$ cat config.mk
export PLATFORM = sky130hd
export DESIGN_NAME = boot_image_record_loader_core
export DESIGN_NICKNAME = d
export VERILOG_FILES = /design/src/hdl/bril_pkg.sv /design/src/hdl/bril_parse.sv /design/src/hdl/boot_image_record_loader_core.sv
export SDC_FILE = /design/constraint.sdc
export NUM_CORES = 1
export LEC_CHECK = 0
export BUFFER_PORTS_ARGS = -buffer_cell sky130_fd_sc_hd__buf_2
export CAP_MARGIN = 25
export CORE_MARGIN = 2
export CORE_UTILIZATION = 65
export CTS_BUF_LIST = sky130_fd_sc_hd__clkbuf_8
export DETAILED_ROUTE_END_ITERATION = 8
export PLACE_DENSITY = 0.84
export SYNTH_ARGS = -nofsm -noshare
export SYNTH_HDL_FRONTEND = slang
export SYNTH_SLANG_ARGS = --single-unit
$ cat constraint.sdc
create_clock -name i_clk -period 14.18 [get_ports i_clk]
set_input_delay 0.709 -clock i_clk [delete_from_list [all_inputs] [get_ports i_clk]]
set_output_delay 0.709 -clock i_clk [all_outputs]
set_load 0.03 [all_outputs]
$ cat src/hdl/bril_pkg.sv
// bril_pkg: shared types and constants for the boot image record loader
// no dependencies; imported by bril_parse and boot_image_record_loader_core

package bril_pkg;

    // signature layout
    localparam int unsigned SignatureBytes = 7;
    localparam int unsigned SigSecondW     = 24;
    localparam logic [31:0] SigLowMask     = 32'h00FF_FFFF;

    // field widths
    localparam int unsigned ByteW  = 8;
    localparam int unsigned WordW  = 32;
    localparam int unsigned KindW  = 2;
    localparam int unsigned CfgIdxW = 2;

    // result kinds
    typedef enum logic [KindW-1:0] {
        KIND_WRITE = 2'd0,
        KIND_DONE  = 2'd1,
        KIND_BAD   = 2'd2
    } t_kind;

    // configuration register indexes
    typedef enum logic [CfgIdxW-1:0] {
        CFG_SIG_FIRST  = 2'd0,
        CFG_SIG_SECOND = 2'd1,
        CFG_RAM_BASE   = 2'd2
    } t_cfg_idx;

    // one input item
    typedef struct packed {
        logic [ByteW-1:0] data_byte;
        logic             start_of_file;
    } t_item;

    // one result, with its valid flag
    typedef struct packed {
        logic             valid;
        t_kind            kind;
        logic [WordW-1:0] address;
        logic [ByteW-1:0] write_byte;
    } t_result;

endpackage

$ cat src/hdl/bril_parse.sv
// bril_parse: image parser state and the per-item next-state and result logic
// depends on bril_pkg

module bril_parse (
    input  logic                     i_clk,
    input  logic                     i_rst_n,
    input  logic                     i_fire,
    input  bril_pkg::t_item          i_item,
    input  logic [31:0]              i_sig_first,
    input  logic [23:0]              i_sig_second,
    input  logic [31:0]              i_ram_base,
    output bril_pkg::t_result        o_result
);
    import bril_pkg::*;

    typedef enum logic [2:0] {
        PH_IDLE  = 3'd0,
        PH_SIG   = 3'd1,
        PH_BASE  = 3'd2,
        PH_ISIZE = 3'd3,
        PH_RADDR = 3'd4,
        PH_RSIZE = 3'd5,
        PH_RCSUM = 3'd6,
        PH_DATA  = 3'd7
    } t_phase;

    t_phase           r_phase,  n_phase;
    logic [3:0]       r_idx,    n_idx;
    logic [WordW-1:0] r_word,   n_word;
    logic [WordW-1:0] r_base,   n_base;
    logic [WordW-1:0] r_raddr,  n_raddr;
    logic [WordW-1:0] r_left,   n_left;
    logic [WordW-1:0] r_wp,     n_wp;
    logic             r_sig_ok, n_sig_ok;
    t_result          n_result;

    // next state and result for the item at the input
    always_comb begin
        t_phase           ph;
        logic [3:0]       idx;
        logic [WordW-1:0] word;
        logic             ok;
        logic [WordW-1:0] shifted;
        logic [WordW-1:0] assembled;
        logic [WordW-1:0] left_dec;

        // start of file restarts the parser
        if (i_item.start_of_file) begin
            ph   = PH_SIG;
            idx  = '0;
            word = '0;
            ok   = 1'b1;
        end else begin
            ph   = r_phase;
            idx  = r_idx;
            word = r_word;
            ok   = r_sig_ok;
        end

        shifted   = {{(WordW-ByteW){1'b0}}, i_item.data_byte} << {idx[1:0], 3'b000};
        assembled = ((idx[1:0] == 2'd0) ? '0 : word) | shifted;
        left_dec  = r_left - 1'b1;

        n_phase  = ph;
        n_idx    = idx;
        n_word   = word;
        n_sig_ok = ok;
        n_base   = r_base;
        n_raddr  = r_raddr;
        n_left   = r_left;
        n_wp     = r_wp;
        n_result = '{valid: 1'b0, kind: KIND_WRITE, address: '0, write_byte: '0};

        case (ph)
            // signature bytes: first word, then the 24-bit second value
            PH_SIG: begin
                if (idx[3:2] == 2'd0) begin
                    n_word = assembled;
                    if (idx[1:0] == 2'd3) begin
                        if (assembled != i_sig_first) begin
                            n_sig_ok = 1'b0;
                        end
                        n_word = '0;
                    end
                end else begin
                    n_word = word | shifted;
                end
                if ({28'd0, idx} + 32'd1 >= SignatureBytes) begin
                    if ((n_word & SigLowMask) != {{(WordW-SigSecondW){1'b0}}, i_sig_second}) begin
                        n_sig_ok = 1'b0;
                    end
                    n_idx  = '0;
                    n_word = '0;
                    if (!n_sig_ok) begin
                        n_phase  = PH_IDLE;
                        n_result = '{valid: 1'b1, kind: KIND_BAD, address: '0,
                                     write_byte: '0};
                    end else begin
                        n_phase = PH_BASE;
                    end
                end else begin
                    n_idx = idx + 4'd1;
                end
            end
            // header and record words, little-endian
            PH_BASE, PH_ISIZE, PH_RADDR, PH_RSIZE, PH_RCSUM: begin
                n_word = assembled;
                if (idx[1:0] == 2'd3) begin
                    n_idx = '0;
                    case (ph)
                        PH_BASE: begin
                            n_base  = assembled;
                            n_phase = PH_ISIZE;
                        end
                        PH_ISIZE: begin
                            n_phase = PH_RADDR;
                        end
                        PH_RADDR: begin
                            n_raddr = assembled;
                            n_phase = PH_RSIZE;
                        end
                        PH_RSIZE: begin
                            n_left = assembled;
                            if (r_raddr == '0) begin
                                n_phase  = PH_IDLE;
                                n_result = '{valid: 1'b1, kind: KIND_DONE,
                                             address: assembled - r_base + i_ram_base,
                                             write_byte: '0};
                            end else begin
                                n_wp    = r_raddr - r_base + i_ram_base;
                                n_phase = PH_RCSUM;
                            end
                        end
                        default: begin
                            n_phase = (r_left == '0) ? PH_RADDR : PH_DATA;
                        end
                    endcase
                end else begin
                    n_idx = {2'b00, idx[1:0] + 2'd1};
                end
            end
            // record data: one memory write per byte
            PH_DATA: begin
                n_result = '{valid: 1'b1, kind: KIND_WRITE, address: r_wp,
                             write_byte: i_item.data_byte};
                n_wp     = r_wp + 1'b1;
                n_left   = left_dec;
                if (left_dec == '0) begin
                    n_phase = PH_RADDR;
                    n_idx   = '0;
                end
            end
            default: begin
            end
        endcase
    end

    // parser state
    always_ff @(posedge i_clk) begin
        if (!i_rst_n) begin
            r_phase  <= PH_IDLE;
            r_idx    <= '0;
            r_word   <= '0;
            r_base   <= '0;
            r_raddr  <= '0;
            r_left   <= '0;
            r_wp     <= '0;
            r_sig_ok <= 1'b1;
        end else if (i_fire) begin
            r_phase  <= n_phase;
            r_idx    <= n_idx;
            r_word   <= n_word;
            r_base   <= n_base;
            r_raddr  <= n_raddr;
            r_left   <= n_left;
            r_wp     <= n_wp;
            r_sig_ok <= n_sig_ok;
        end
    end

    assign o_result = n_result;

endmodule

$ cat src/hdl/boot_image_record_loader_core.sv
// boot_image_record_loader_core: top level with input register, parser and result register
// depends on bril_pkg and bril_parse

// Parses a boot image streamed one byte per item and emits relocated memory
// writes, then a done item with the kernel address, or a bad-signature item.
// Throughput is one item per clock: each byte passes through an input
// register, a single pass of parser logic, and a result register. The
// input side keeps accepting while a finished result waits in the result
// register; it stalls only when both registers are full and the result is
// not being taken. Configuration is written through a plain write port and
// should be written only while no item is in flight.
module boot_image_record_loader_core (
    input  logic                        i_clk,
    input  logic                        i_rst_n,
    // configuration
    input  logic                        i_cfg_we,
    input  logic [bril_pkg::CfgIdxW-1:0] i_cfg_index,
    input  logic [31:0]                 i_cfg_data,
    // input items
    input  logic                        i_in_valid,
    output logic                        o_in_ready,
    input  logic [7:0]                  i_data_byte,
    input  logic                        i_start_of_file,
    // result items
    output logic                        o_out_valid,
    input  logic                        i_out_ready,
    output logic [1:0]                  o_kind,
    output logic [31:0]                 o_address,
    output logic [7:0]                  o_write_byte
);
    import bril_pkg::*;

    logic [31:0] r_sig_first;
    logic [23:0] r_sig_second;
    logic [31:0] r_ram_base;

    logic        r_in_valid;
    t_item       r_item;
    logic        w_adv;
    t_result     w_result;

    logic        r_out_valid;
    t_kind       r_out_kind;
    logic [31:0] r_out_address;
    logic [7:0]  r_out_write_byte;

    // configuration registers
    always_ff @(posedge i_clk) begin
        if (!i_rst_n) begin
            r_sig_first  <= '0;
            r_sig_second <= '0;
            r_ram_base   <= '0;
        end else if (i_cfg_we) begin
            case (t_cfg_idx'(i_cfg_index))
                CFG_SIG_FIRST:  r_sig_first  <= i_cfg_data;
                CFG_SIG_SECOND: r_sig_second <= i_cfg_data[23:0];
                CFG_RAM_BASE:   r_ram_base   <= i_cfg_data;
                default: begin
                end
            endcase
        end
    end

    // the held item moves on when the result register is free or draining
    assign w_adv      = r_in_valid && (!r_out_valid || i_out_ready);
    assign o_in_ready = !r_in_valid || w_adv;

    // input register
    always_ff @(posedge i_clk) begin
        if (!i_rst_n) begin
            r_in_valid <= 1'b0;
        end else if (o_in_ready) begin
            r_in_valid <= i_in_valid;
        end
    end

    always_ff @(posedge i_clk) begin
        if (o_in_ready && i_in_valid) begin
            r_item <= '{data_byte: i_data_byte, start_of_file: i_start_of_file};
        end
    end

    // parser
    bril_parse u_parse (
        .i_clk        (i_clk),
        .i_rst_n      (i_rst_n),
        .i_fire       (w_adv),
        .i_item       (r_item),
        .i_sig_first  (r_sig_first),
        .i_sig_second (r_sig_second),
        .i_ram_base   (r_ram_base),
        .o_result     (w_result)
    );

    // result register
    always_ff @(posedge i_clk) begin
        if (!i_rst_n) begin
            r_out_valid <= 1'b0;
        end else if (w_adv) begin
            r_out_valid <= w_result.valid;
        end else if (i_out_ready) begin
            r_out_valid <= 1'b0;
        end
    end

    always_ff @(posedge i_clk) begin
        if (w_adv && w_result.valid) begin
            r_out_kind       <= w_result.kind;
            r_out_address    <= w_result.address;
            r_out_write_byte <= w_result.write_byte;
        end
    end

    assign o_out_valid  = r_out_valid;
    assign o_kind       = r_out_kind;
    assign o_address    = r_out_address;
    assign o_write_byte = r_out_write_byte;

    // input side stalls only behind a blocked result
    a_stall_cause: assert property (@(posedge i_clk) disable iff (!i_rst_n)
        !o_in_ready |-> (r_out_valid && !i_out_ready))
        else $error("input stalled while result register free");

    // only memory writes carry a data byte
    a_byte_zero: assert property (@(posedge i_clk) disable iff (!i_rst_n)
        (o_out_valid && r_out_kind != KIND_WRITE) |-> (o_write_byte == 8'd0))
        else $error("non-write item carries a data byte");

    // bad signature reports address zero
    a_bad_addr: assert property (@(posedge i_clk) disable iff (!i_rst_n)
        (o_out_valid && r_out_kind == KIND_BAD) |-> (o_address == 32'd0))
        else $error("bad-signature item with nonzero address");

endmodule

# Word level (Yosys, flattened, before mapping)
# Cells that the tools add are included.
[totals] regBits=309 input_bits=48 out_inout_bits=44 word_cells=114
[classes] add_sub_neg=9 order_cmp=1 n_eq_ne=15 shift=1 muxes=45 n_bitwise=2 reduce_logical=23
[op_table] operator="2-to-1 mux 32 bit" n=11
[op_table] operator="2-to-1 mux 43 bit" n=5
[op_table] operator="case mux 32 bit (2 select lines)" n=3
[op_table] operator="case mux 43 bit (3 select lines)" n=1
[op_table] operator="logical NOT 32 bit" n=3
[op_table] operator="adder 32 bit" n=2
[op_table] operator="OR 32 bit" n=2
[op_table] operator="subtractor 32 bit" n=2
[op_table] operator="adder 32 x 1 -> 32 bit, second input constant" n=1
[op_table] operator="greater-or-equal comparator 32 x 3 -> 1 bit, second input constant" n=1
[op_table] operator="!= test 32 bit" n=1
[op_table] operator="<< shifter 8 x 5 -> 32 bit" n=1
[op_table] operator="subtractor 32 x 1 -> 32 bit, second input constant" n=1
[op_table] operator="!= test 24 bit" n=1
[op_table] operator="2-to-1 mux 3 bit" n=5
[op_table] operator="equality test 3 bit, second input constant" n=4
[op_table] operator="2-to-1 mux 4 bit" n=3
[op_table] operator="case mux 3 bit (4 select lines)" n=1
[op_table] operator="case mux 4 bit (3 select lines)" n=1
[op_table] operator="AND reduction 4 bit" n=3
[op_table] operator="2-to-1 mux 1 bit" n=11
[op_table] operator="case mux 3 bit (3 select lines)" n=1
[op_table] operator="equality test 3 x 2 -> 1 bit, second input constant" n=2
[op_table] operator="logical NOT 2 bit" n=3
[op_table] operator="16 further kinds" n=27

# Longest topological paths before layout
# Gate-level depths: netlist (run 1).
[logic_depth] ltp_word=15 ltp_mapped=25 mapped_depth_nobuf=20

# Modules after synthesis
# From an unflattened synthesis (run 1), not the netlist that was laid out.
[unflattened] hier_cells=2531 hier_area_um2=20693.6
[by_module_without_submodules] mod="bril_parse" instances=1 cells_each=2145 area_per_inst_um2=15705.1 seq_area_each_um2=3363.2
[by_module_without_submodules] mod="boot_image_record_loader_core" instances=1 cells_each=386 area_per_inst_um2=4988.5 seq_area_each_um2=3333.2

# Worst setup path after synthesis (run 1)
# Ideal clock, no wire load.
[synth_timing] path_kind="register to register" start="register r_item[0] (netlist bit)" end="register r_out_address[31], in the netlist o_address[31] (data pin)" setup_ns=0.267 arrival_time_ns=5.150 t_required_ns=13.913 slack_ns=8.763 path_stages_with_launch=22 n_path_buf=3 synth_period_minus_slack_ns=5.417 cell_sequence="edfxtp_1 > buf_2 > clkbuf_1 > clkbuf_1 > nor2b_1 > inv_1 > ha_1 > clkinv_1 > a32oi_1 > fa_1 > inv_1 > ha_1 > a221oi_1 > o21ai_0 > a221o_1 > a31oi_1 > o221ai_1 > nand2b_1 > or4b_1 > a31oi_1 > xnor2_1 > o21ai_0"
[synth_lines] element="from (decl)" line="boot_image_record_loader_core.sv:38" text="t_item r_item;"
[synth_lines] element="from (signal assigned)" line="boot_image_record_loader_core.sv:79" text="r_item <= '{data_byte: i_data_byte, start_of_file: i_start_of_file};"
[synth_lines] element="to (signal assigned)" line="boot_image_record_loader_core.sv:109" text="r_out_address <= w_result.address;"
[synth_lines] element="to (decl)" line="boot_image_record_loader_core.sv:44" text="logic [31:0] r_out_address;"

==> impl_metrics.ini, run 1 <==
[timing]
maxSlewViolCount = 0
worst_slew_pin_slew_ps = 1090
hold_violations = 0
slew_headroom_pct = 27.04
setup_slack_ps = 7896
whs_ps = 270.4
fin_crit_sh_pct = 44.32
fmax_ghz = 0.1591
tns_ps = 0
finalSetupViolCount = 0
grt_setup_unrepaired = false
skew_ps = 29.30
fin_crit_ps = 6284

[cells_and_area]
instances_no_fill = 3052
syn_to_final_growth_pct = 8.578
n_fill_cell = 2502
design_area_sq_mm = 0.02230
nets = 2791
drive_above_1_share_pct = 9.094
fin_util_pct = 71.22
num_antenna_cells = 0

[setup_path]
end_kind = register
crit_type = register to register
required_ps = 14520
cp.buffers_inverters = 4
crit_fanout = 40
path_depth = 20
crit_chain = buf_4, inv_2, nand2_1, ha_1, nor2_1, buf_4, a22oi_1, fa_1, inv_1, ha_1, a21oi_1, o211ai_1, a31o_2, a31oi_1, o221ai_1, nand2b_1, or4b_1, a31oi_1, xnor2_1, o21ai_0
slowest_stage = a22oi_1
cp_top_family = compound AO/OA/AOI/OAI gates
critPathLaunchType = register
r2r_cells = 20
arrival_ps = 6620
slowest_delay_ps = 530

[placement]
dpl.cell_count = 2954
gp_congestion = 0.9793
place_ws_ps = 8065
portBuffers = 91
placed_area_sq_mm = 0.02125
post-dp-hpwl_microns = 45500

[yosys]
synth_area_leader_cell = dfxtp_1
async_flop_share_pct = 0
synth.distinct_cells = 83
synth_seq_cells = 309
synthesis.nets = 2763
synth_warnings = 0
synthTopCellsByCount = 404 x nand2_1, 258 x dfxtp_1, 212 x inv_1, 183 x o21ai_0, 139 x clkbuf_1
avgSynthCellArea_sq_um = 7.951
synth_edf_count = 51
syn_inst = 2583
ys.flop_type = dfxtp_1
yosysSeqAreaShare_pct = 32.61
synthDominantCellAreaShare_pct = 25.15
yosys.cell_count.top_type = nand2_1
yosys-top-cells-area = dfxtp_1 25%, edfxtp_1 7.5%, nand2_1 7.4%
netlist_area_sq_mm = 0.02054

[drt]
drt_iter0_markers = 2262
routed_wl_microns = 62190
ant_nets = 0
via_per_inst = 6.396
drc = 0
wl_per_cell_microns = 20.38
num_vias = 19520
drtPass1Iterations = 6

[power]
power_mw = 2.119
p_per_area_mw_per_mm2 = 95.03
p_leak_nw = 8.931
max-vdd-ir-drop_v = 0.00008557

[clock_network]
cts_resized = 0
insertion_delay_ps = 610
ctsRootBufferMaster = clkbuf_8
h-tree-depth = 2
cts_tree = yes
cts_hold_buf = 0
clk_pin_slew_ps = 70
post-cts-setup-buffers = 0
cts.sinks = 309
clockBufferDepth = 3
cts_inserted_buffers = 53

[hold_path]
holdCritPathClass = input port to register
hold_path_depth = 1

[outcome]
status = finished clean

[floorplan]
dieArea_sq_mm = 0.03303
coreArea_sq_mm = 0.03131
initial_core_util_pct = 65.59
fp.dieH_microns = 181.8
boundaryPins = 92
rows = 65
die_w_microns = 181.8

[grt]
grt_overflow = 0
antenna_found_initial = 1
grt_usage_pct = 37.08
grt_pass1_wl_microns = 97540
grt_max_degree = 101
grt_pass1_vias = 18290

[job]
drv_cap = 0
-- cells by family after synthesis --
kind of cell / share of synthesized area, %
compound gates: 24.70
mux: 0.1462
buf+inv: 7.024
simple gates: 20.70
flops: 32.61
fa+ha+maj: 10.31
xor+xnor: 4.514
-- power by group --
group	internal, mW	switching [mW]	total, mW	leakage (nW)
Combinational	0.166	0.255	0.421	5.69
Clock	0.397	0.372	0.769	0.594
Sequential	0.905	0.0241	0.929	2.64
-- registers in the layout, summed over array words and instances (netlist names) --
| register | flops |
|---|---|
| u_parse.r_raddr | 32 |
| o_out_valid | 1 |
| o_write_byte | 8 |
| u_parse.r_word | 32 |
| u_parse.r_base | 32 |
| r_item | 9 |
| u_parse.r_idx | 4 |
| o_address | 32 |
| o_kind | 2 |
| r_sig_second | 24 |
| u_parse.r_phase | 3 |
| u_parse.r_wp | 32 |
| r_ram_base | 32 |
| r_sig_first | 32 |
| r_in_valid | 1 |
| u_parse.r_left | 32 |
| u_parse.r_sig_ok | 1 |
-- cell usage in the layout, fill, tap and decap left out, types with 54 or more instances in the layout --
master | synthesis | layout
a21boi_0 | 125 | 125
a21oi_1 | 136 | 134
a22oi_1 | 77 | 77
and2_1 | 54 | 54
buf_2 | 10 | 90
clkbuf_8 | 0 | 59
dfxtp_1 | 258 | 258
fa_1 | 62 | 62
ha_1 | 70 | 70
inv_1 | 212 | 235
nand2_1 | 404 | 404
nor2_1 | 131 | 129
nor2b_1 | 54 | 54
o21ai_0 | 183 | 183
xor2_1 | 54 | 54
-- per-layer routing --
| layer | share of wire (%) | GRT usage, % |
|---|---|---|
| met1 | 42 | 49.56 |
| met2 | 45 | 59.71 |
| met3 | 8.0 | 4.071 |
| met4 | 5.4 | 19.28 |
| met5 | 0 | 0 |
-- layout make-up --
cell class                 instances  area, sq um  share of cell area, %
clock inverter                    35        175.2                 0.7855
sequential                       309         6696                  30.03
timing repair buffer             136        859.6                  3.855
inverter                         214        803.3                  3.602
multi-input combinational       1897        12450                  55.83
tap                              402        503.0                  2.256
clock buffer                      59        812.0                  3.642
-- worst paths after layout --
check	start	endpoint	slack (ps)
worst max-delay path	r_item[0]	o_address[31]	7900
worst min-delay path	i_data_byte[7]	r_item[8]	270
worst max register to register	r_item[0]	o_address[31]	7900
worst min register to register	r_ram_base[4]	r_ram_base[4]	470
No activity file was read; power rests on OpenSTA's default activity.
==> run 2, diff against run 1 <==
--- a/config.mk
+++ b/config.mk
@@ -5,13 +5,14 @@
 export SDC_FILE = /design/constraint.sdc
 export NUM_CORES = 1
 export LEC_CHECK = 0
+export ABC_AREA = 1
 export BUFFER_PORTS_ARGS = -buffer_cell sky130_fd_sc_hd__buf_2
 export CAP_MARGIN = 25
 export CORE_MARGIN = 2
-export CORE_UTILIZATION = 65
+export CORE_UTILIZATION = 59
 export CTS_BUF_LIST = sky130_fd_sc_hd__clkbuf_8
 export DETAILED_ROUTE_END_ITERATION = 8
-export PLACE_DENSITY = 0.84
+export PLACE_DENSITY = 0.8
 export SYNTH_ARGS = -nofsm -noshare
 export SYNTH_HDL_FRONTEND = slang
 export SYNTH_SLANG_ARGS = --single-unit
==> constraint.sdc (replaced) <==
create_clock -name i_clk -period 5.7 [get_ports i_clk]
set_input_delay 0.285 -clock i_clk [delete_from_list [all_inputs] [get_ports i_clk]]
set_output_delay 0.285 -clock i_clk [all_outputs]
set_load 0.03 [all_outputs]
==> run 2 against run 1 <==
  * Utilization shrank 5.3 points
  * Fmax grew 24%
  * Cell area grew 4.8%
  * Highest routed layer unchanged
  * Count of clock-buffer cells in the layout grew 8
  * Critical endpoint is now o_address[27]
  * Register-to-register slack lost 7300 ps
==> impl_metrics.ini, run 2 <==
[cells_and_area]
nets = 3336
drive_above_1_share_pct = 8.534
layout_commonest_cell = nand2_1
fin_util_pct = 65.87
layout_common_cells = 611 x nand2_1, 454 x inv_1, 352 x a21oi_1
num_antenna_cells = 0
syn_to_final_growth_pct = 10.34

[clock_network]
clockBufferDepth = 3
clk_pin_slew_ps = 60
cts_resized = 0
ctsRootBufferMaster = clkbuf_8
insertion_delay_ps = 670
cts_inserted_buffers = 55
cts.sinks = 309
h-tree-depth = 2
cts_tree = yes

[floorplan]
initial_core_util_pct = 59.70
die_w_microns = 193.5
dieArea_sq_mm = 0.03743
fp.dieH_microns = 193.5
boundaryPins = 92
coreArea_sq_mm = 0.03548
rows = 69

[setup_path]
critPathLaunchType = register
required_ps = 6090
slowest_stage = fa_1
arrival_ps = 5460
crit_chain = inv_4, nand2_2, ha_1, inv_1, nand3_1, nand2_1, inv_1, fa_1, inv_1, ha_1, a21oi_1, nand2_1, a21oi_1, o21bai_1, nand3_1, nand3_1, nand2_1, o211ai_1, or2_2, nand3_1, a21oi_1
crit_fanout = 15
crit_type = register to register
end_kind = register
slowest_delay_ps = 500
crit_top_cell = nand3_1

[grt]
grt_pass1_vias = 20710
grt_pass1_wl_microns = 115300
grt_max_degree = 81
grt_overflow = 0
grt_usage_pct = 39.14
antenna_found_initial = 0

[timing]
setup_slack_ps = 629.2
fin_crit_sh_pct = 88.96
fmax_ghz = 0.1972
worst_slew_pin_slew_ps = 1046
maxSlewViolCount = 0
grt_setup_unrepaired = false
hold_violations = 0
slew_headroom_pct = 30.18
skew_ps = 39.24
tns_ps = 0
fin_crit_ps = 5071
finalSetupViolCount = 0

[yosys]
synthesis.nets = 3249
synth_top_family_by_area = simple AND/OR/NAND/NOR gates
yosys-top-cells-area = dfxtp_1 24%, nand2_1 11%, a21oi_1 8.3%
synth_edf_count = 51
avgSynthCellArea_sq_um = 6.902
synth_compound_area_share_pct = 22.14
synthDominantCellAreaShare_pct = 24.38
yosys.cell_count.top_type = nand2_1
synthMuxAreaShare_pct = 0
async_flop_share_pct = 0
yosys.area_share.simple_pct = 23.77
synth_area_leader_cell = dfxtp_1
ys.flop_type = dfxtp_1
syn_inst = 3069
synth-adder-area-share_pct = 9.994
synth_warnings = 0
synth_xor_area_share_pct = 1.737
netlist_area_sq_mm = 0.02118
yosysSeqAreaShare_pct = 31.61
synth_seq_cells = 309
synth.distinct_cells = 55
synthTopCellsByCount = 612 x nand2_1, 433 x inv_1, 352 x a21oi_1, 300 x o21ai_0, 286 x nor2_1

[drt]
wl_per_cell_microns = 20.55
drt_iter0_markers = 2459
num_vias = 22210
drtPass1Iterations = 9
via_per_inst = 6.069
drc = 0
routed_wl_microns = 75210
ant_nets = 0

[power]
max-vdd-ir-drop_v = 0.0002641
p_per_area_mw_per_mm2 = 258.9
p_leak_nw = 10.83
power_mw = 6.051

[placement]
place_ws_ps = 818.6
post-dp-hpwl_microns = 55540
portBuffers = 91
gp_congestion = 1.031

[outcome]
status = finished clean

[hold_path]
holdCritPathClass = input port to register

[job]
drv_cap = 0
run 2: cell types whose count changed in the layout (fill, tap and decap cells not counted), sizes merged, moves of 123 or more:
| cell | previous run | this run |
|---|---|---|
| nor2 | 132 | 299 |
| inv | 236 | 475 |
| o21ai | 183 | 310 |
| nand2 | 404 | 623 |
| a21boi | 125 | 2 |
| a21oi | 137 | 355 |
run 2: through the flow:
step / instance area, sq um / cells / hold slack, ps
2_1_floorplan: 21180 / 3069 / 383.9
3_3_place_gp: 21860 / 3518 / 447.8
3_5_place_dp: 21870 / 3519 / 457.9
4_1_cts: 23360 / 3659 / 6.788
5_1_grt: 23370 / 3660 / 29.20
6_report: 23370 / 3660 / 36.50
run 2: power by group:
part | internal (mW) | switching (mW)
logic | 0.518 | 1.11
registers | 2.28 | 0.0552
clock network | 1.10 | 0.990
run 2: cell families after synthesis:
group                    Yosys count
adder cells (fa/ha/maj)          132
AO/OA/AOI/OAI                    834
flip-flops                       309
AND/OR/NAND/NOR                 1172
XOR/XNOR                          42
buffers and inverters            580
run 2: worst max-delay path: cells and delay by family (launching register included):
family	cells	cell delay [ps]
and+or+nand+nor	9	1390
DFF	1	420
adders and majority gates	3	1100
AOI/OAI and AO/OA	5	1140
buffers and inverters	4	760
run 2: timing repair:
| action | 4_1_cts | 5_1_grt |
|---|---|---|
| setup buffers | 0 | 0 |
| hold endpoints to repair | 67 | 0 |
| hold buffers | 40 | 0 |
| endpoints found under the setup margin | 0 | 0 |
run 2: path summary, 6_finish.rpt:
path	from	end	slack, ps	cells after the start
hold / removal	i_cfg_data[17]	r_sig_first[17]	40	3
setup / recovery	r_item[0]	o_address[27]	630	21
setup reg to reg	r_item[0]	o_address[27]	630	21
hold reg to reg	r_ram_base[31]	r_ram_base[31]	470	2
run 2: cell type report:
class	count	area, sq um
Sequential cell	309	6696
Inverter	452	1699
Clock inverter	33	161.4
Fill cell	3205	12110
Tap cell	461	576.8
Clock buffer	67	922.1
Timing Repair Buffer	158	1076
Multi-Input combinational cell	2180	12240
run 2: routing by layer:
| metal | track usage [%] | vias to the layer above | part of all wire, % |
|---|---|---|---|
| met5 | 0 | - | 0 |
| met2 | 59.14 | 1280 | 43 |
| met4 | 20.84 | 0 | 5.6 |
| met3 | 8.665 | 227 | 11 |
| li1 | - | 10390 | - |
| met1 | 52.42 | 10320 | 40 |
